File: src/sv/cps_pkg.sv
// ---------------------------------------------------------------------------
// cps_pkg
// Types and constants shared by the channel pedestal statistics core.
// ---------------------------------------------------------------------------
package cps_pkg;

  localparam int CH_W   = 9;
  localparam int ADC_W  = 16;
  localparam int CNT_W  = 24;
  localparam int SUM_W  = 40;
  localparam int SQ_W   = 56;
  localparam int Q8_W   = 16;
  localparam int CFG_W  = 16;
  localparam int IDX_CW = 3;

  localparam logic [CNT_W-1:0] COUNT_MAX = 24'hFFFFFF;

  localparam logic FUNC_SAMPLE = 1'b0;
  localparam logic FUNC_REPORT = 1'b1;

  localparam logic [IDX_CW-1:0] REG_ADC_LIMIT   = 3'd0;
  localparam logic [IDX_CW-1:0] REG_PMT_COUNT   = 3'd1;
  localparam logic [IDX_CW-1:0] REG_OFF_UPPER   = 3'd2;
  localparam logic [IDX_CW-1:0] REG_OFF_LOWER   = 3'd3;
  localparam logic [IDX_CW-1:0] REG_PED_LOW     = 3'd4;
  localparam logic [IDX_CW-1:0] REG_PED_HIGH    = 3'd5;
  localparam logic [IDX_CW-1:0] REG_SPREAD_LOW  = 3'd6;
  localparam logic [IDX_CW-1:0] REG_SPREAD_HIGH = 3'd7;

  typedef struct packed {
    logic             func;
    logic             chan_ok;
    logic [CH_W-1:0]  channel;
    logic             take;
    logic [ADC_W-1:0] mag;
  } item_t;

  typedef struct packed {
    logic [CNT_W-1:0] count;
    logic [SUM_W-1:0] sum;
    logic [SQ_W-1:0]  sqsum;
  } entry_t;

  typedef struct packed {
    logic [Q8_W-1:0] mean;
    logic [Q8_W-1:0] spread;
  } stats_t;

  typedef struct packed {
    logic [9:0]      pmt_count;
    logic [Q8_W-1:0] off_upper;
    logic [Q8_W-1:0] off_lower;
    logic [Q8_W-1:0] ped_low;
    logic [Q8_W-1:0] ped_high;
    logic [Q8_W-1:0] spread_low;
    logic [Q8_W-1:0] spread_high;
  } cfg_t;

endpackage

File: src/sv/cps_front.sv
// ---------------------------------------------------------------------------
// cps_front
// Classifies an incoming transaction: magnitude and accumulate decision.
// ---------------------------------------------------------------------------
module cps_front #(
  parameter int NUM_CHANNELS = 512
) (
  input  logic                       func,
  input  logic [cps_pkg::CH_W-1:0]   channel,
  input  logic [cps_pkg::ADC_W-1:0]  adc_value,
  input  logic [15:0]                event_code,
  input  logic [cps_pkg::CFG_W-1:0]  adc_limit,
  output cps_pkg::item_t             item
);

  logic [cps_pkg::ADC_W-1:0] mag;
  logic                      chan_ok;

  // two's complement magnitude, -32768 gives 32768
  assign mag     = adc_value[15] ? cps_pkg::ADC_W'(17'h10000 - {1'b0, adc_value}) : adc_value;
  assign chan_ok = (32'(channel) < NUM_CHANNELS);

  always_comb begin
    item.func    = func;
    item.chan_ok = chan_ok;
    item.channel = channel;
    item.mag     = mag;
    item.take    = event_code[0] && (mag != '0) && (mag < adc_limit) && chan_ok;
  end

endmodule

File: config.mk
export PLATFORM = sky130hd
export DESIGN_NAME = cps_front
export DESIGN_NICKNAME = d
export VERILOG_FILES = /design/src/sv/cps_pkg.sv /design/src/sv/cps_front.sv
export SDC_FILE = /design/constraint.sdc
export NUM_CORES = 1
export LEC_CHECK = 0
export ABC_CLOCK_PERIOD_IN_PS = 3950
export BUFFER_PORTS_ARGS = -buffer_cell sky130_fd_sc_hd__clkbuf_2
export CAP_MARGIN = 20
export CORE_UTILIZATION = 42
export DETAILED_ROUTE_END_ITERATION = 10
export PLACE_DENSITY = 0.83
export SYNTH_ARGS = -nofsm -noshare
export SYNTH_HDL_FRONTEND = slang
export SYNTH_SLANG_ARGS = --single-unit
File: constraint.sdc
create_clock -name vclk -period 3.95
set_input_delay 0.395 -clock vclk [all_inputs]
set_output_delay 0.395 -clock vclk [all_outputs]
set_load 0.02 [all_outputs]
==> results.sh, run 1 <==
export IMPL_status="complete, no violations"
export IMPL_grtUsageTotal_pct=19.0
export IMPL_grt_pass1_wl_mm=4.10
export IMPL_drc_errors=0
export IMPL_antenna_found_initial=0
export IMPL_n_clock_buffer=0
export IMPL_die_x_um=52.4
export IMPL_post_cts_buffers=0
export IMPL_avgViaCountPerCell=5.43
export IMPL_path_delay_family="simple AND/OR/NAND/NOR gates"
export IMPL_antenna_cells=0
export IMPL_dpl_hpwl_mm=2.21
export IMPL_hp_class="in2out"
export IMPL_rows=17
export IMPL_arrival_ps=3440
export IMPL_rsz0062_at_grt="no"
export IMPL_critical_path_max_stage_delay_ps=540
export IMPL_io_buffers=50
export IMPL_yosysWarnings=0
export IMPL_netlist_instances=150
export IMPL_powerDensity_nw_per_um2=127
export IMPL_core_region_area_um2=2300
export IMPL_hold_viol=0
export IMPL_fmax_mhz=261
export IMPL_crit_top_cell="clkbuf_2"
export IMPL_p_leak_nw=0.671
export IMPL_whs_path_depth=0
export IMPL_fin_crit_ps=3830
export IMPL_ys_seq_area_share_pct=0
export IMPL_gp_congestion=0.842
export IMPL_area_growth_pct=18.0
export IMPL_synth_distinct_cells=44
export IMPL_critPathKind="in2out"
export IMPL_crit_start="adc_value[3]"
export IMPL_synth_most_common_cell="inv_1"
export IMPL_seq_cells=0
export IMPL_grt_pass1_vias=1007
export IMPL_synthTopCellsByCount="22 x inv_1, 16 x ha_1, 12 x buf_4, 10 x xnor2_1, 9 x nand2_1"
export IMPL_drt_iter0_markers=23
export IMPL_routed_wirelength_mm=2.55
export IMPL_finalSetupTns_ps=0
export IMPL_path_cells="clkbuf_2 > or4_4 > or3_1 > or4b_1 > inv_1 > ha_1 > and4_4 > nand4_1 > or4_1 > o22ai_1 > nor3_1 > clkbuf_2"
export IMPL_worstSetupStartpointType="primary input"
export IMPL_slew_violations=0
export IMPL_ant_nets=0
export IMPL_max_cap_viol_count=0
export IMPL_start_util_pct=46.5
export IMPL_setup_worst_path_end_class="primary output"
export IMPL_regArea_um2=0
export IMPL_crit_cells=12
export IMPL_syn_area_um2=1070
export IMPL_utilization_pct=54.9
export IMPL_synthesis_nets=224
export IMPL_routedWlPerCell_um=12.0
export IMPL_die_height_um=52.4
export IMPL_final_layout_size_suffix_gt1_share_pct=31.9
export IMPL_synthTopCellsByArea="ha_1 19%, buf_4 8.4%, xnor2_1 8.2%"
export IMPL_setup_violations=0
export IMPL_yosys_area_top_type="ha_1"
export IMPL_grt_max_degree=23
export IMPL_postSynthAreaPerCell_um2=7.12
export IMPL_netlist_area_leader_share_pct=18.7
export IMPL_fp_dieArea_um2=2750
export IMPL_path_max_fanout=3
export IMPL_peakVddDrop_mv=0.0643
export IMPL_worstPathRequired_ps=3560
export IMPL_detail_route_first_pass_iterations=4
export IMPL_nNetsFinal=261
export IMPL_path_buf_inv=3
export IMPL_io_pins=86
export IMPL_slowest_stage="or4b_1"
export IMPL_hold_start="channel[0]"
export IMPL_vias=1157
export IMPL_grt_overflow=0
export IMPL_timing_final_crit_share_pct=97.0
==> routing by layer <==
metal | share of wire, % | track usage, %
met5 | 0 | 0
met4 | 0.35 | 1.75
met3 | 5.4 | 1.74
met2 | 48 | 34.2
met1 | 46 | 25.0
==> cell usage in the layout, fill, tap and decap left out, drive strengths merged, types with 5 or more instances in the layout <==
cell	netlist	routed
clkbuf	4	50
inv	22	22
ha	16	16
xnor2	10	10
nand2	9	9
o21ai	7	7
nor3	5	5
==> path summary, 6_finish.rpt <==
path                  endpoint  slack (ps)
worst max-delay path  item[16]         120
worst min-delay path  item[17]         790
==> report_power, final <==
part	switching [mW]	internal [mW]
combinational	0.0938	0.0667
sequential	0	0
clock	0	0
==> area by class of cell <==
class | instances | area, um2
Inverter | 22 | 82.6
Timing Repair Buffer | 54 | 280
Tap cell | 28 | 35.0
Fill cell | 230 | 1040
Multi-Input combinational cell | 109 | 863
==> repair_timing <==
action / 4_1_cts / 5_1_grt
endpoints found under the setup margin: 0 / 1
hold buffers: 0 / 0
resized for setup: 0 / 2
==> logic make-up (layout without fill, tap and decap cells) <==
logic type                 Yosys count  in the layout  share of synthesized area [%]
buffers and inverters               41             76                           20.1
adders and majority gates           17             17                           19.7
muxes                                3              3                           2.93
xor gates and xnor gates            13             13                           10.7
AOI/OAI and AO/OA                   30             30                           21.2
and+or+nand+nor                     45             45                           25.1
other                                1              1                          0.351
==> metrics by stage <==
step                hold slack, ps  setup WS (ps)  instances  area [um2]  total power, mW
floorplan                      903            145        150        1070            0.121
global placement               790            182        213        1250            0.156
detailed placement             790            152        213        1250            0.158
CTS                            790            151        213        1250            0.159
global route                   790           14.7        213        1260            0.180
finish                         790            117        213        1260            0.160
Power figures use the tool's default switching activity.
==> run 2, diff against run 1 <==
--- a/config.mk
+++ b/config.mk
@@ -8,9 +8,10 @@
 export ABC_CLOCK_PERIOD_IN_PS = 3950
 export BUFFER_PORTS_ARGS = -buffer_cell sky130_fd_sc_hd__clkbuf_2
 export CAP_MARGIN = 20
+export CORE_MARGIN = 2
 export CORE_UTILIZATION = 42
 export DETAILED_ROUTE_END_ITERATION = 10
-export PLACE_DENSITY = 0.83
+export PLACE_DENSITY = 0.89
 export SYNTH_ARGS = -nofsm -noshare
 export SYNTH_HDL_FRONTEND = slang
 export SYNTH_SLANG_ARGS = --single-unit
==> results.sh, run 2 (synthesized netlist as in run 1, its figures left out) <==
export IMPL_path_cells="clkbuf_2 > or4_4 > or3_1 > or4b_1 > inv_1 > ha_1 > and4_1 > nand4_1 > or4_1 > o22ai_1 > nor3_1 > clkbuf_2"
export IMPL_grt_pass1_wl_mm=3.97
export IMPL_fmax_mhz=262
export IMPL_grt_pass1_vias=989
export IMPL_postCtsHoldBufs=0
export IMPL_drc_errors=0
export IMPL_critPathKind="in2out"
export IMPL_dpl_hpwl_mm=2.23
export IMPL_routedWlPerCell_um=11.7
export IMPL_antenna_found_initial=0
export IMPL_core_region_area_um2=2450
export IMPL_powerDensity_nw_per_um2=126
export IMPL_setup_worst_path_end_class="primary output"
export IMPL_min_to="item[17]"
export IMPL_grtUsageTotal_pct=17.3
export IMPL_io_pins=86
export IMPL_status="complete, no violations"
export IMPL_finalSetupTns_ps=0
export IMPL_worstSetupStartpointType="primary input"
export IMPL_setup_violations=0
export IMPL_nNetsFinal=263
export IMPL_io_buffers=50
export IMPL_hp_class="in2out"
export IMPL_peakVddDrop_mv=0.0575
export IMPL_path_delay_family="simple AND/OR/NAND/NOR gates"
export IMPL_detail_route_first_pass_iterations=4
export IMPL_mostFrequentLayoutCell="clkbuf_2"
export IMPL_start_util_pct=43.5
export IMPL_routed_wirelength_mm=2.53
export IMPL_cts_resized_gates=0
export IMPL_hold_viol=0
export IMPL_ant_nets=0
export IMPL_path_buf_inv=3
export IMPL_max_cap_viol_count=0
export IMPL_rows=18
export IMPL_placed_cells=217
export IMPL_fin_crit_ps=3810
export IMPL_antenna_cells=0
export IMPL_fp_dieArea_um2=2960
export IMPL_hold_start="channel[0]"
export IMPL_drt_iter0_markers=23
export IMPL_grt_max_degree=22
export IMPL_critical_path_max_stage_delay_ps=560
export IMPL_final_cell_mix="50 x clkbuf_2, 22 x inv_1, 16 x ha_1, 10 x xnor2_1, 9 x nand2_1"
export IMPL_crit_top_cell="clkbuf_2"
export IMPL_n_clock_buffer=0
export IMPL_final_layout_size_suffix_gt1_share_pct=31.6
export IMPL_die_height_um=54.4
export IMPL_regArea_um2=0
export IMPL_area_growth_pct=18.7
export IMPL_p_leak_nw=0.676
export IMPL_n_fill_cell=249
export IMPL_slew_violations=0
export IMPL_die_x_um=54.4
export IMPL_timing_final_crit_share_pct=96.5
export IMPL_seq_cells=0
export IMPL_final_area_um2=1270
export IMPL_vias=1125
export IMPL_rsz0062_at_grt="no"
export IMPL_worstPathRequired_ps=3560
export IMPL_stdcell_count=217
export IMPL_gp_congestion=0.858
export IMPL_path_max_fanout=3
export IMPL_arrival_ps=3420
export IMPL_grt_overflow=0
export IMPL_slowest_stage="or4b_1"
export IMPL_post_cts_buffers=0
export IMPL_p_total_uw=160
export IMPL_whs_path_depth=0
export IMPL_avgViaCountPerCell=5.18
export IMPL_place_area_um2=1270
[run 2: layout make-up]
type               instances  area [um2]  area share (%)
inverters                 22        82.6            6.51
repair buffers            56         295            23.3
well taps                 30        37.5            2.96
multi-input cells        109         853            67.3
[run 2: worst max-delay path by stage]
| stage | startpoint | to | slack, ps | cells after the start |
|---|---|---|---|---|
| floorplan | adc_value[2] | item[16] | 140 | 12 |
| global placement | adc_value[3] | item[16] | 170 | 12 |
| detailed placement | adc_value[3] | item[16] | 150 | 12 |
| CTS | adc_value[3] | item[16] | 150 | 12 |
| global route | adc_value[3] | item[16] | 20 | 12 |
| finish | adc_value[3] | item[16] | 140 | 12 |
[run 2: per-layer routing]
layer | track usage, % | vias to the layer above | share of wire, %
met3 | 1.37 | 2 | 6.2
met2 | 32.5 | 37 | 52
met1 | 21.7 | 488 | 42
met4 | 2.08 | 0 | 0.51
met5 | 0 | - | 0
li1 | - | 598 | -
[run 2: power breakdown]
group / leakage, nW / internal (mW) / total, mW / switching [mW]
Sequential: 0 / 0 / 0 / 0
Clock: 0 / 0 / 0 / 0
Combinational: 0.676 / 0.0671 / 0.160 / 0.0934
Total: 0.676 / 0.0671 / 0.160 / 0.0934
[run 2: stage by stage]
stage	setup WS [ps]	util, %	hold WS, ps
finish	139	51.7	790
CTS	147	51.7	790
global route	17.1	51.7	790
global placement	171	51.7	790
floorplan	145	-	903
detailed placement	147	51.7	790
