<file path="src/sv/cps_pkg.sv">
// ---------------------------------------------------------------------------
// cps_pkg
// Types and constants shared by the channel pedestal statistics core.
// ---------------------------------------------------------------------------
package cps_pkg;

  localparam int CH_W   = 9;
  localparam int ADC_W  = 16;
  localparam int CNT_W  = 24;
  localparam int SUM_W  = 40;
  localparam int SQ_W   = 56;
  localparam int Q8_W   = 16;
  localparam int CFG_W  = 16;
  localparam int IDX_CW = 3;

  localparam logic [CNT_W-1:0] COUNT_MAX = 24'hFFFFFF;

  localparam logic FUNC_SAMPLE = 1'b0;
  localparam logic FUNC_REPORT = 1'b1;

  localparam logic [IDX_CW-1:0] REG_ADC_LIMIT   = 3'd0;
  localparam logic [IDX_CW-1:0] REG_PMT_COUNT   = 3'd1;
  localparam logic [IDX_CW-1:0] REG_OFF_UPPER   = 3'd2;
  localparam logic [IDX_CW-1:0] REG_OFF_LOWER   = 3'd3;
  localparam logic [IDX_CW-1:0] REG_PED_LOW     = 3'd4;
  localparam logic [IDX_CW-1:0] REG_PED_HIGH    = 3'd5;
  localparam logic [IDX_CW-1:0] REG_SPREAD_LOW  = 3'd6;
  localparam logic [IDX_CW-1:0] REG_SPREAD_HIGH = 3'd7;

  typedef struct packed {
    logic             func;
    logic             chan_ok;
    logic [CH_W-1:0]  channel;
    logic             take;
    logic [ADC_W-1:0] mag;
  } item_t;

  typedef struct packed {
    logic [CNT_W-1:0] count;
    logic [SUM_W-1:0] sum;
    logic [SQ_W-1:0]  sqsum;
  } entry_t;

  typedef struct packed {
    logic [Q8_W-1:0] mean;
    logic [Q8_W-1:0] spread;
  } stats_t;

  typedef struct packed {
    logic [9:0]      pmt_count;
    logic [Q8_W-1:0] off_upper;
    logic [Q8_W-1:0] off_lower;
    logic [Q8_W-1:0] ped_low;
    logic [Q8_W-1:0] ped_high;
    logic [Q8_W-1:0] spread_low;
    logic [Q8_W-1:0] spread_high;
  } cfg_t;

endpackage

</file>
<file path="src/sv/cps_queue.sv">
// ---------------------------------------------------------------------------
// cps_queue
// Small register queue between front and back.
// ---------------------------------------------------------------------------
module cps_queue (
  input  logic           clk,
  input  logic           rst,
  input  logic           push,
  input  cps_pkg::item_t push_item,
  input  logic           pop,
  output cps_pkg::item_t head,
  output logic           not_empty,
  output logic           full
);

  cps_pkg::item_t slots [4];
  logic [1:0] wr_ptr;
  logic [1:0] rd_ptr;
  logic [2:0] fill;

  assign head      = slots[rd_ptr];
  assign not_empty = (fill != 3'd0);
  assign full      = (fill == 3'd4);

  always_ff @(posedge clk) begin
    if (push) begin
      slots[wr_ptr] <= push_item;
    end
  end

  always_ff @(posedge clk) begin
    if (rst) begin
      wr_ptr <= '0;
      rd_ptr <= '0;
      fill   <= '0;
    end else begin
      if (push) wr_ptr <= wr_ptr + 2'd1;
      if (pop)  rd_ptr <= rd_ptr + 2'd1;
      fill <= fill + {2'b0, push} - {2'b0, pop};
    end
  end

  a_no_overflow: assert property (@(posedge clk) disable iff (rst) full |-> !push)
    else $error("queue push while full");
  a_no_underflow: assert property (@(posedge clk) disable iff (rst) !not_empty |-> !pop)
    else $error("queue pop while empty");
  a_fill_step: assert property (@(posedge clk) disable iff (rst)
    (push && !pop) |=> fill == $past(fill) + 3'd1)
    else $error("queue fill count slipped");

endmodule

</file>
<file path="config.mk">
export PLATFORM = sky130hd
export DESIGN_NAME = cps_queue
export DESIGN_NICKNAME = d
export VERILOG_FILES = /design/src/sv/cps_pkg.sv /design/src/sv/cps_queue.sv
export SDC_FILE = /design/constraint.sdc
export NUM_CORES = 1
export LEC_CHECK = 0
export BUFFER_PORTS_ARGS = -buffer_cell sky130_fd_sc_hd__buf_2
export CORE_MARGIN = 2
export CORE_UTILIZATION = 30
export DETAILED_ROUTE_END_ITERATION = 8
export PLACE_DENSITY_LB_ADDON = 0.1
export SLEW_MARGIN = 40
export SYNTH_ARGS = -nofsm -noshare
export SYNTH_HDL_FRONTEND = slang
export SYNTH_SLANG_ARGS = --single-unit
</file>
<file path="constraint.sdc">
create_clock -name clk -period 2.4 [get_ports clk]
set_clock_uncertainty 0.05 [all_clocks]
set_input_delay 0.24 -clock clk [delete_from_list [all_inputs] [get_ports clk]]
set_output_delay 0.24 -clock clk [all_outputs]
set_load 0.02 [all_outputs]
</file>
==> flow_summary.yaml, run 1 <==
outcome:
  status: "finished clean"
cts:
  cts_root_buf: "clkbuf_16"
  clk_path_buf_depth: 2
  cts_tree: "built"
  cts_setup_buffers: 0
  clock-sinks: 121
  clkTransAtPathRegs_ns: 0.05
  cts_buffers: 17
  clk_latency_ns: 0.41
  ctsHtreeMaxLevel: 4
detailed_routing:
  vias: 2168
  ant_nets: 0
  firstDrtPassIters: 4
  viasPerCell: 4.38
  drc: 0
  first_iter_violations: 92
  wl_per_cell_um: 17.1
  wl_um: 8480
sta:
  final.period_utilization: 0.852
  tightest_slew_ns: 0.446
  fmax_mhz: 489
  setup_viol: 0
  layout_min_cycle_time_ns: 2.04
  setup_ws_ns: 0.356
  slew_viol_final: 0
  final-hold-violation-count: 0
  slew_headroom: 0.702
  rsz0062_at_grt: "no"
  tns_ns: 0
setup_path:
  cp_num_buf_inv: 2
  r2r_cells: 7
  cp_top_family: "multiplexers"
  cp_data_required_time_ns: 2.11
  arrival_ns: 1.75
  worstSetupPathDepth: 3
  crit_type: "register to output pin"
  r2r_start: "fill[0]"
  crit_path_top_delay_cell: "mux4_1"
  path_cells: "buf_12, mux4_1, buf_2"
  start_kind: "register"
  cpPeakStageDelay_ns: 0.59
  cp-end-kind: "output pin"
  crit_path_max_fanout: 15
grt:
  grt_overflow_total: 0
  grt_start_max_net_pins: 17
  grt_pass1_wl_um: 13200
  grt_use_total: 0.115
  grt_pass1_vias: 2355
  antenna_found_initial: 0
synth:
  synth_nets: 227
  synth_edf_count: 112
  yosys.area.top_type: "edfxtp_1"
  ys_types: 21
  async_flop_share: 0
  avgSynthCellArea_um2: 24.1
  seq_area_frac_synth: 0.782
  synth_commonest_cells: "edfxtp_1 (112), mux4_2 (20), dfxtp_1 (9)"
  netlist_top_cells_area: "edfxtp_1 (74%), mux4_2 (9.9%), mux4_1 (4.6%)"
  synth_top_area_share: 0.742
  yosys_warnings: 0
  synth_area_um2: 4530
  synth.most_common_cell: "edfxtp_1"
  ys_ff_latch: 121
  synthCells: 188
  ys.flop_type: "edfxtp_1"
floorplan:
  core_area_um2: 14600
  io_pins: 62
  die_w_um: 127
  rows: 44
  start_util: 0.309
  dieArea_um2: 16100
  die_h_um: 127
place:
  hpwl_um: 5400
  finalWeightedCongestion: 0.677
  portBuffers: 61
  placed_cells: 437
  detailedPlace.worstSlack_ns: 0.764
  placed_area_um2: 5130
power:
  leakage_nw: 2.15
  power_frac_clock: 0.469
  p_switching_mw: 1.19
  vdd_drop_max_mv: 0.548
  p_int_mw: 4.60
  swShare: 0.205
  p_seq_frac: 0.426
  comb_power_share: 0.105
  p_per_area_nw_per_um2: 960
final_layout:
  antenna-diode-count: 0
  layout-drive-gt1-share: 0.402
  stdcell_count: 495
  fin_nets: 337
  final_cell_area_um2: 6030
  final_util: 0.412
  fill_cells: 1314
  area_growth_pct: 33.1
hold_path:
  hp-class: "primary input to register"
  hold_path_startpoint: "push_item[11]"
  whs_path_depth: 1
run:
  drv_cap: 0
[registers in the layout, indices dropped and copies added, names as in the netlist, named ones only]
signal  count
fill        3
rd_ptr      2
slots     112
wr_ptr      2
[per-stage QoR]
step | total power [mW] | hold slack [ns]
floorplan | 2.88 | 0.262
CTS | 5.87 | 0.000275
global placement | 3.10 | 0.409
global route | 6.02 | 0.00779
detailed placement | 3.10 | 0.409
finish | 5.79 | 0.0218
[layout by cell type, fill, tap and decap left out, types with 2 or more instances in the layout]
master and count:
edfxtp_1 112, buf_12 4, dfxtp_1 8, mux4_2 20, ha_1 6, buf_4 6
clkinv_2 4, dlygate4sd3_1 26, bufinv_16 5, nor2_1 5, mux4_1 8, nor2b_1 2
inv_1 6, clkbuf_8 2, clkbuf_16 17, xnor2_1 2, buf_2 61, clkbuf_1 4
and2_2 4
[metal layers]
metal | global-route usage | wire length (µm) | share of wire | up-vias
met1 | 0.133 | 3720 | 0.44 | 1097
met3 | 0.0485 | 449 | 0.053 | 14
met4 | 0.0562 | 164 | 0.019 | 0
met2 | 0.184 | 4140 | 0.49 | 52
li1 | - | - | - | 1005
met5 | 0 | 0 | 0 | -
[area by class of cell]
cell class,count,area [µm²],share of cell area
Clock buffer,23,468,0.0776
Multi-Input combinational cell,55,903,0.150
Tap cell,184,230,0.0382
Sequential cell,121,3540,0.588
Inverter,6,22.5,0.00374
Timing Repair Buffer,97,691,0.115
Clock inverter,9,170,0.0282
[worst register-to-register path, delay by kind of cell, from the launching register on]
family / cells / cell delay [ns]
adders and majority gates: 3 / 0.79
xor gates and xnor gates: 1 / 0.20
buffers and inverters: 2 / 0.09
DFF: 1 / 0.33
and+or+nand+nor: 1 / 0.04
[path summary, 6_finish.rpt]
kind / to / slack [ns]
worst max-delay path: head[24] / 0.36
worst min-delay path: slots[0][11] / 0.02
worst max register to register: fill[2] / 0.79
worst min register to register: rd_ptr[1] / 0.49
[power by group through the flow]
stage / Combinational [mW] / Sequential (mW) / Clock [mW]
3_3_place_gp: 0.591 / 2.51 / 0
5_1_grt: 0.664 / 2.47 / 2.89
6_report: 0.609 / 2.46 / 2.72
3_5_place_dp: 0.595 / 2.51 / 0
2_1_floorplan: 0.388 / 2.49 / 0
4_1_cts: 0.630 / 2.46 / 2.78
[cell families (layout without fill, tap and decap cells)]
kind of cell,Yosys count,in the layout,synth area share
flops,121,121,0.782
mux,29,29,0.148
simple gates,14,14,0.0168
buf+inv,12,135,0.0196
fa+ha+maj,7,7,0.0210
xor+xnor,3,3,0.00911
compound gates,2,2,0.00331
[repair_timing]
action	CTS	global route
resized for setup	0	0
hold buffers	26	0
endpoints found under the setup margin	0	0
endpoints found under the hold margin	104	0
No activity file was read; power rests on OpenSTA's default activity.
==> run 2, diff against run 1 <==
--- a/config.mk
+++ b/config.mk
@@ -6,4 +6,5 @@
 export NUM_CORES = 1
 export LEC_CHECK = 0
+export ABC_AREA = 1
 export BUFFER_PORTS_ARGS = -buffer_cell sky130_fd_sc_hd__buf_2
 export CORE_MARGIN = 2
==> constraint.sdc (replaced) <==
create_clock -name clk -period 2.3 [get_ports clk]
set_clock_uncertainty 0.05 [all_clocks]
set_input_delay 0.345 -clock clk [delete_from_list [all_inputs] [get_ports clk]]
set_output_delay 0.345 -clock clk [all_outputs]
set_load 0.02 [all_outputs]
==> flow_summary.yaml, run 2 <==
synth:
  synthCells: 382
  synth_commonest_cells: "edfxtp_1 (112), inv_1 (72), nand2_1 (64)"
  ys_ff_latch: 121
  yosys_warnings: 0
  synth_area_um2: 4820
  yosys.area.top_type: "edfxtp_1"
  synth_top_area_share: 0.698
  avgSynthCellArea_um2: 12.6
  synth.most_common_cell: "edfxtp_1"
  synth_edf_count: 112
  ys_types: 16
  netlist_top_cells_area: "edfxtp_1 (70%), inv_1 (5.6%), nand2_1 (5.0%)"
  synth_nets: 421
  async_flop_share: 0
  seq_area_frac_synth: 0.735
  ys.flop_type: "edfxtp_1"
setup_path:
  start_kind: "register"
  cp_data_required_time_ns: 1.90
  cp_num_buf_inv: 2
  r2r_start: "wr_ptr[0]"
  worstSetupPathDepth: 5
  crit_path_max_fanout: 31
  cp-end-kind: "output pin"
  cp_top_family: "flip-flops"
  crit_path_end: "head[22]"
  crit_type: "register to output pin"
  path_cells: "buf_4, a21oi_1, o21ai_1, nand2_1, buf_2"
  crit_path_top_delay_cell: "dfxtp_4"
  r2r_cells: 5
  r2r_slack_ns: 0.71
  r2r_end: "slots[0][16]"
  cpPeakStageDelay_ns: 0.54
  arrival_ns: 1.71
detailed_routing:
  vias: 2843
  wl_per_cell_um: 13.6
  firstDrtPassIters: 6
  first_iter_violations: 126
  ant_nets: 0
  drc: 0
  viasPerCell: 4.15
  wl_um: 9330
power:
  leakage_nw: 2.39
  vdd_drop_max_mv: 0.492
  power_mw: 5.62
  p_per_area_nw_per_um2: 941
place:
  placed_cells: 653
  finalWeightedCongestion: 0.706
  hpwl_um: 5780
  portBuffers: 61
cts:
  ctsHoldBuffers: 0
  cts_setup_buffers: 0
  cts_buffers: 17
  clk_latency_ns: 0.41
  cts_root_buf: "clkbuf_16"
  clkTransAtPathRegs_ns: 0.05
  cts_resized: 0
  clock-sinks: 121
  cts_tree: "built"
  clk_path_buf_depth: 2
  ctsHtreeMaxLevel: 4
final_layout:
  final_util: 0.379
  largest_reg_flops: 112
  fill_cells: 1562
  final_cell_mix: "edfxtp_1 (112), inv_1 (72), nand2_1 (64), buf_2 (61), a21oi_1 (34)"
  final_common_cell: "edfxtp_1"
  fin_nets: 495
  area_growth_pct: 23.9
  top_register: "slots"
  stdcell_count: 685
  reg_top3: "slots: 112 flops, fill: 3 flops"
  layout-drive-gt1-share: 0.222
  antenna-diode-count: 0
sta:
  tightest_slew_ns: 0.405
  slew_headroom: 0.730
  rsz0062_at_grt: "no"
  final-hold-violation-count: 0
  final.period_utilization: 0.915
  whs_ns: 0.0728
  tns_ns: 0
  fmax_mhz: 475
  layout_min_cycle_time_ns: 2.10
  setup_viol: 0
  slew_viol_final: 0
grt:
  grt_pass1_wl_um: 14600
  grt_use_total: 0.119
  grt_pass1_vias: 2765
  grt_start_max_net_pins: 53
  grt_overflow_total: 0
  antenna_found_initial: 0
outcome:
  status: "finished clean"
hold_path:
  whs_path_depth: 2
  hp-class: "primary input to register"
floorplan:
  die_h_um: 131
  core_area_um2: 15800
  io_pins: 62
  dieArea_um2: 17100
  rows: 46
  start_util: 0.306
  die_w_um: 131
run:
  drv_cap: 0
==> run 2: routing by layer <==
| metal | GRT usage | share of wire |
|---|---|---|
| met5 | 0 | 0 |
| met4 | 0.0469 | 0.012 |
| met3 | 0.0472 | 0.039 |
| met2 | 0.194 | 0.49 |
| met1 | 0.143 | 0.45 |
==> run 2: cell type report <==
cell class	instances	area [µm²]	area share
clock inverter	12	126	0.0212
clock buffer	20	437	0.0731
timing repair buffer	73	420	0.0704
tap	216	270	0.0452
multi-input combinational	171	901	0.151
inverter	72	270	0.0452
sequential	121	3550	0.594
==> run 2: logic make-up after synthesis <==
| group | after synthesis | synth area share |
|---|---|---|
| and+or+nand+nor | 70 | 0.0550 |
| AOI/OAI and AO/OA | 94 | 0.112 |
| adders and majority gates | 7 | 0.0197 |
| buffers and inverters | 90 | 0.0781 |
| DFF | 121 | 0.735 |
==> run 2: worst min path at each step <==
stage / end / slack (ns) / from
CTS: fill[0] / 0.05 / rst
floorplan: fill[0] / 0.37 / rst
global placement: register / 0.40 / rd_ptr[1]
finish: fill[0] / 0.07 / rst
detailed placement: register / 0.40 / rd_ptr[1]
global route: fill[0] / 0.06 / rst
==> run 2: report_power, final <==
group	total (mW)	switching [mW]	internal, mW
Clock	2.50	0.915	1.59
Combinational	0.565	0.379	0.186
Sequential	2.55	0.0378	2.52
==> run 2: per-stage QoR <==
stage	instance area, µm²	worst slack (ns)
floorplan	4820	0.721
global placement	5410	0.608
detailed placement	5410	0.593
CTS	5970	0.142
global route	5970	0.0183
finish	5970	0.196
==> run 3, diff against run 2 <==
BUFFER_PORTS_ARGS = not set   (was -buffer_cell sky130_fd_sc_hd__buf_2)
DONT_BUFFER_PORTS = 1   (was not set)
SETUP_SLACK_MARGIN = 0.2   (was not set)
==> flow_summary.yaml, run 3 (synthesized netlist as in run 2, its figures left out) <==
place:
  hpwl_um: 5540
  portBuffers: 0
  finalWeightedCongestion: 0.647
detailed_routing:
  vias: 2795
  viasPerCell: 4.28
  ant_nets: 0
  wl_per_cell_um: 14.1
  wl_um: 9220
  firstDrtPassIters: 4
  drc: 0
  first_iter_violations: 113
sta:
  setup_viol: 0
  rsz0062_at_grt: "no"
  tightest_slew_ns: 0.382
  whs_ns: 0.0715
  final-hold-violation-count: 0
  layout_min_cycle_time_ns: 1.93
  slew_viol_final: 0
  fmax_mhz: 517
  tns_ns: 0
  slew_headroom: 0.744
  final.period_utilization: 0.840
final_layout:
  final_cell_mix: "edfxtp_1 (112), inv_1 (72), nand2_1 (64), a21oi_1 (34), dlygate4sd3_1 (30)"
  reg_top3: "slots: 112 flops, fill: 3 flops"
  area_growth_pct: 24.9
  ff_latch_area_um2: 3550
  layout-drive-gt1-share: 0.0961
  fill_cells: 1548
  antenna-diode-count: 0
  top_register: "slots"
  multiInputGateArea_um2: 901
  fin_nets: 463
  largest_reg_flops: 112
  final_common_cell: "edfxtp_1"
setup_path:
  cp_top_family: "flip-flops"
  crit_type: "register to output pin"
  r2r_end: "fill[2]"
  crit_path_max_fanout: 63
  path_common_cell: "nand2_1"
  cpPeakStageDelay_ns: 0.44
  arrival_ns: 1.54
  crit_path_top_delay_cell: "dfxtp_4"
  worstSetupPathDepth: 4
  cp_num_buf_inv: 1
  cp_data_required_time_ns: 1.90
  path_cells: "buf_12, nand2_1, o211ai_1, nand2_1"
  cp-end-kind: "output pin"
  r2r_start: "fill[0]"
  r2r_slack_ns: 0.72
  start_kind: "register"
  r2r_cells: 7
power:
  power_frac_clock: 0.469
  vdd_drop_max_mv: 0.446
  p_seq_frac: 0.443
  p_int_mw: 4.46
  p_switching_mw: 1.31
  swShare: 0.227
  leakage_nw: 2.29
  comb_power_share: 0.089
  p_per_area_nw_per_um2: 957
grt:
  grt_pass1_wl_um: 14500
  grt_pass1_vias: 2707
  grt_overflow_total: 0
  antenna_found_initial: 0
  grt_start_max_net_pins: 64
  grt_use_total: 0.119
floorplan:
  io_pins: 62
  die_h_um: 131
  start_util: 0.306
  rows: 46
  core_area_um2: 15800
  dieArea_um2: 17100
  die_w_um: 131
run:
  drv_cap: 0
cts:
  cts_tree: "built"
  clk_path_buf_depth: 2
  clk_latency_ns: 0.41
  clock-sinks: 121
  cts_root_buf: "clkbuf_16"
  cts_buffers: 17
  clkTransAtPathRegs_ns: 0.05
  ctsHtreeMaxLevel: 4
  cts_setup_buffers: 0
hold_path:
  whs_path_depth: 2
  hp-class: "primary input to register"
  hold_path_startpoint: "push"
  whs_endpoint: "wr_ptr[0]"
outcome:
  status: "finished clean"
## run 3: cell types whose count changed in the layout (fill, tap and decap cells not counted), moves of 2 or more
cell           before  now
bufinv_16           2    4
buf_2              61    0
buf_4              10    7
clkbuf_1            3    0
dlygate4sd3_1       0   30
clkinv_1            0    3
## run 3: power groups by stage
stage | Sequential (mW) | Combinational [mW] | Clock [mW]
4_1_cts | 2.55 | 0.528 | 2.78
6_report | 2.55 | 0.511 | 2.70
3_3_place_gp | 2.59 | 0.463 | 0
3_5_place_dp | 2.60 | 0.465 | 0
5_1_grt | 2.56 | 0.576 | 2.87
2_1_floorplan | 2.58 | 0.372 | 0
## run 3: layout make-up
class                      count  share of cell area
inverter                      72              0.0449
clock buffer                  17              0.0706
tap                          216              0.0449
timing repair buffer          41              0.0704
sequential                   121               0.589
clock inverter                15              0.0303
multi-input combinational    171               0.150
## run 3: metrics by stage
stage	util	setup WS, ns	cells	cell area (µm²)	power [mW]
after floorplan	-	0.721	382	4820	2.96
after global placement	0.324	0.706	591	5110	3.06
after detailed placement	0.324	0.708	591	5110	3.06
after CTS	0.382	0.248	653	6020	5.86
after global routing	0.382	0.212	653	6020	6.01
final	0.382	0.367	653	6020	5.77
## run 3: repair_timing
item,4_1_cts,5_1_grt
endpoints found under the hold margin,116,0
resized for setup,0,1
hold buffers,30,0
setup endpoints to repair,0,10
## run 3: routing by layer
layer | vias up | part of all wire | track usage
met5 | - | 0 | 0
met4 | 0 | 0.017 | 0.0526
met3 | 14 | 0.055 | 0.0525
met2 | 54 | 0.49 | 0.193
met1 | 1327 | 0.44 | 0.135
li1 | 1400 | - | -
## run 3: worst max-delay path by stage
stage | startpoint | endpoint
global placement | register | head[0]
detailed placement | register | head[9]
floorplan | wr_ptr[0] | slots[2][0]
CTS | register | head[9]
finish | register | head[23]
global route | register | head[27]
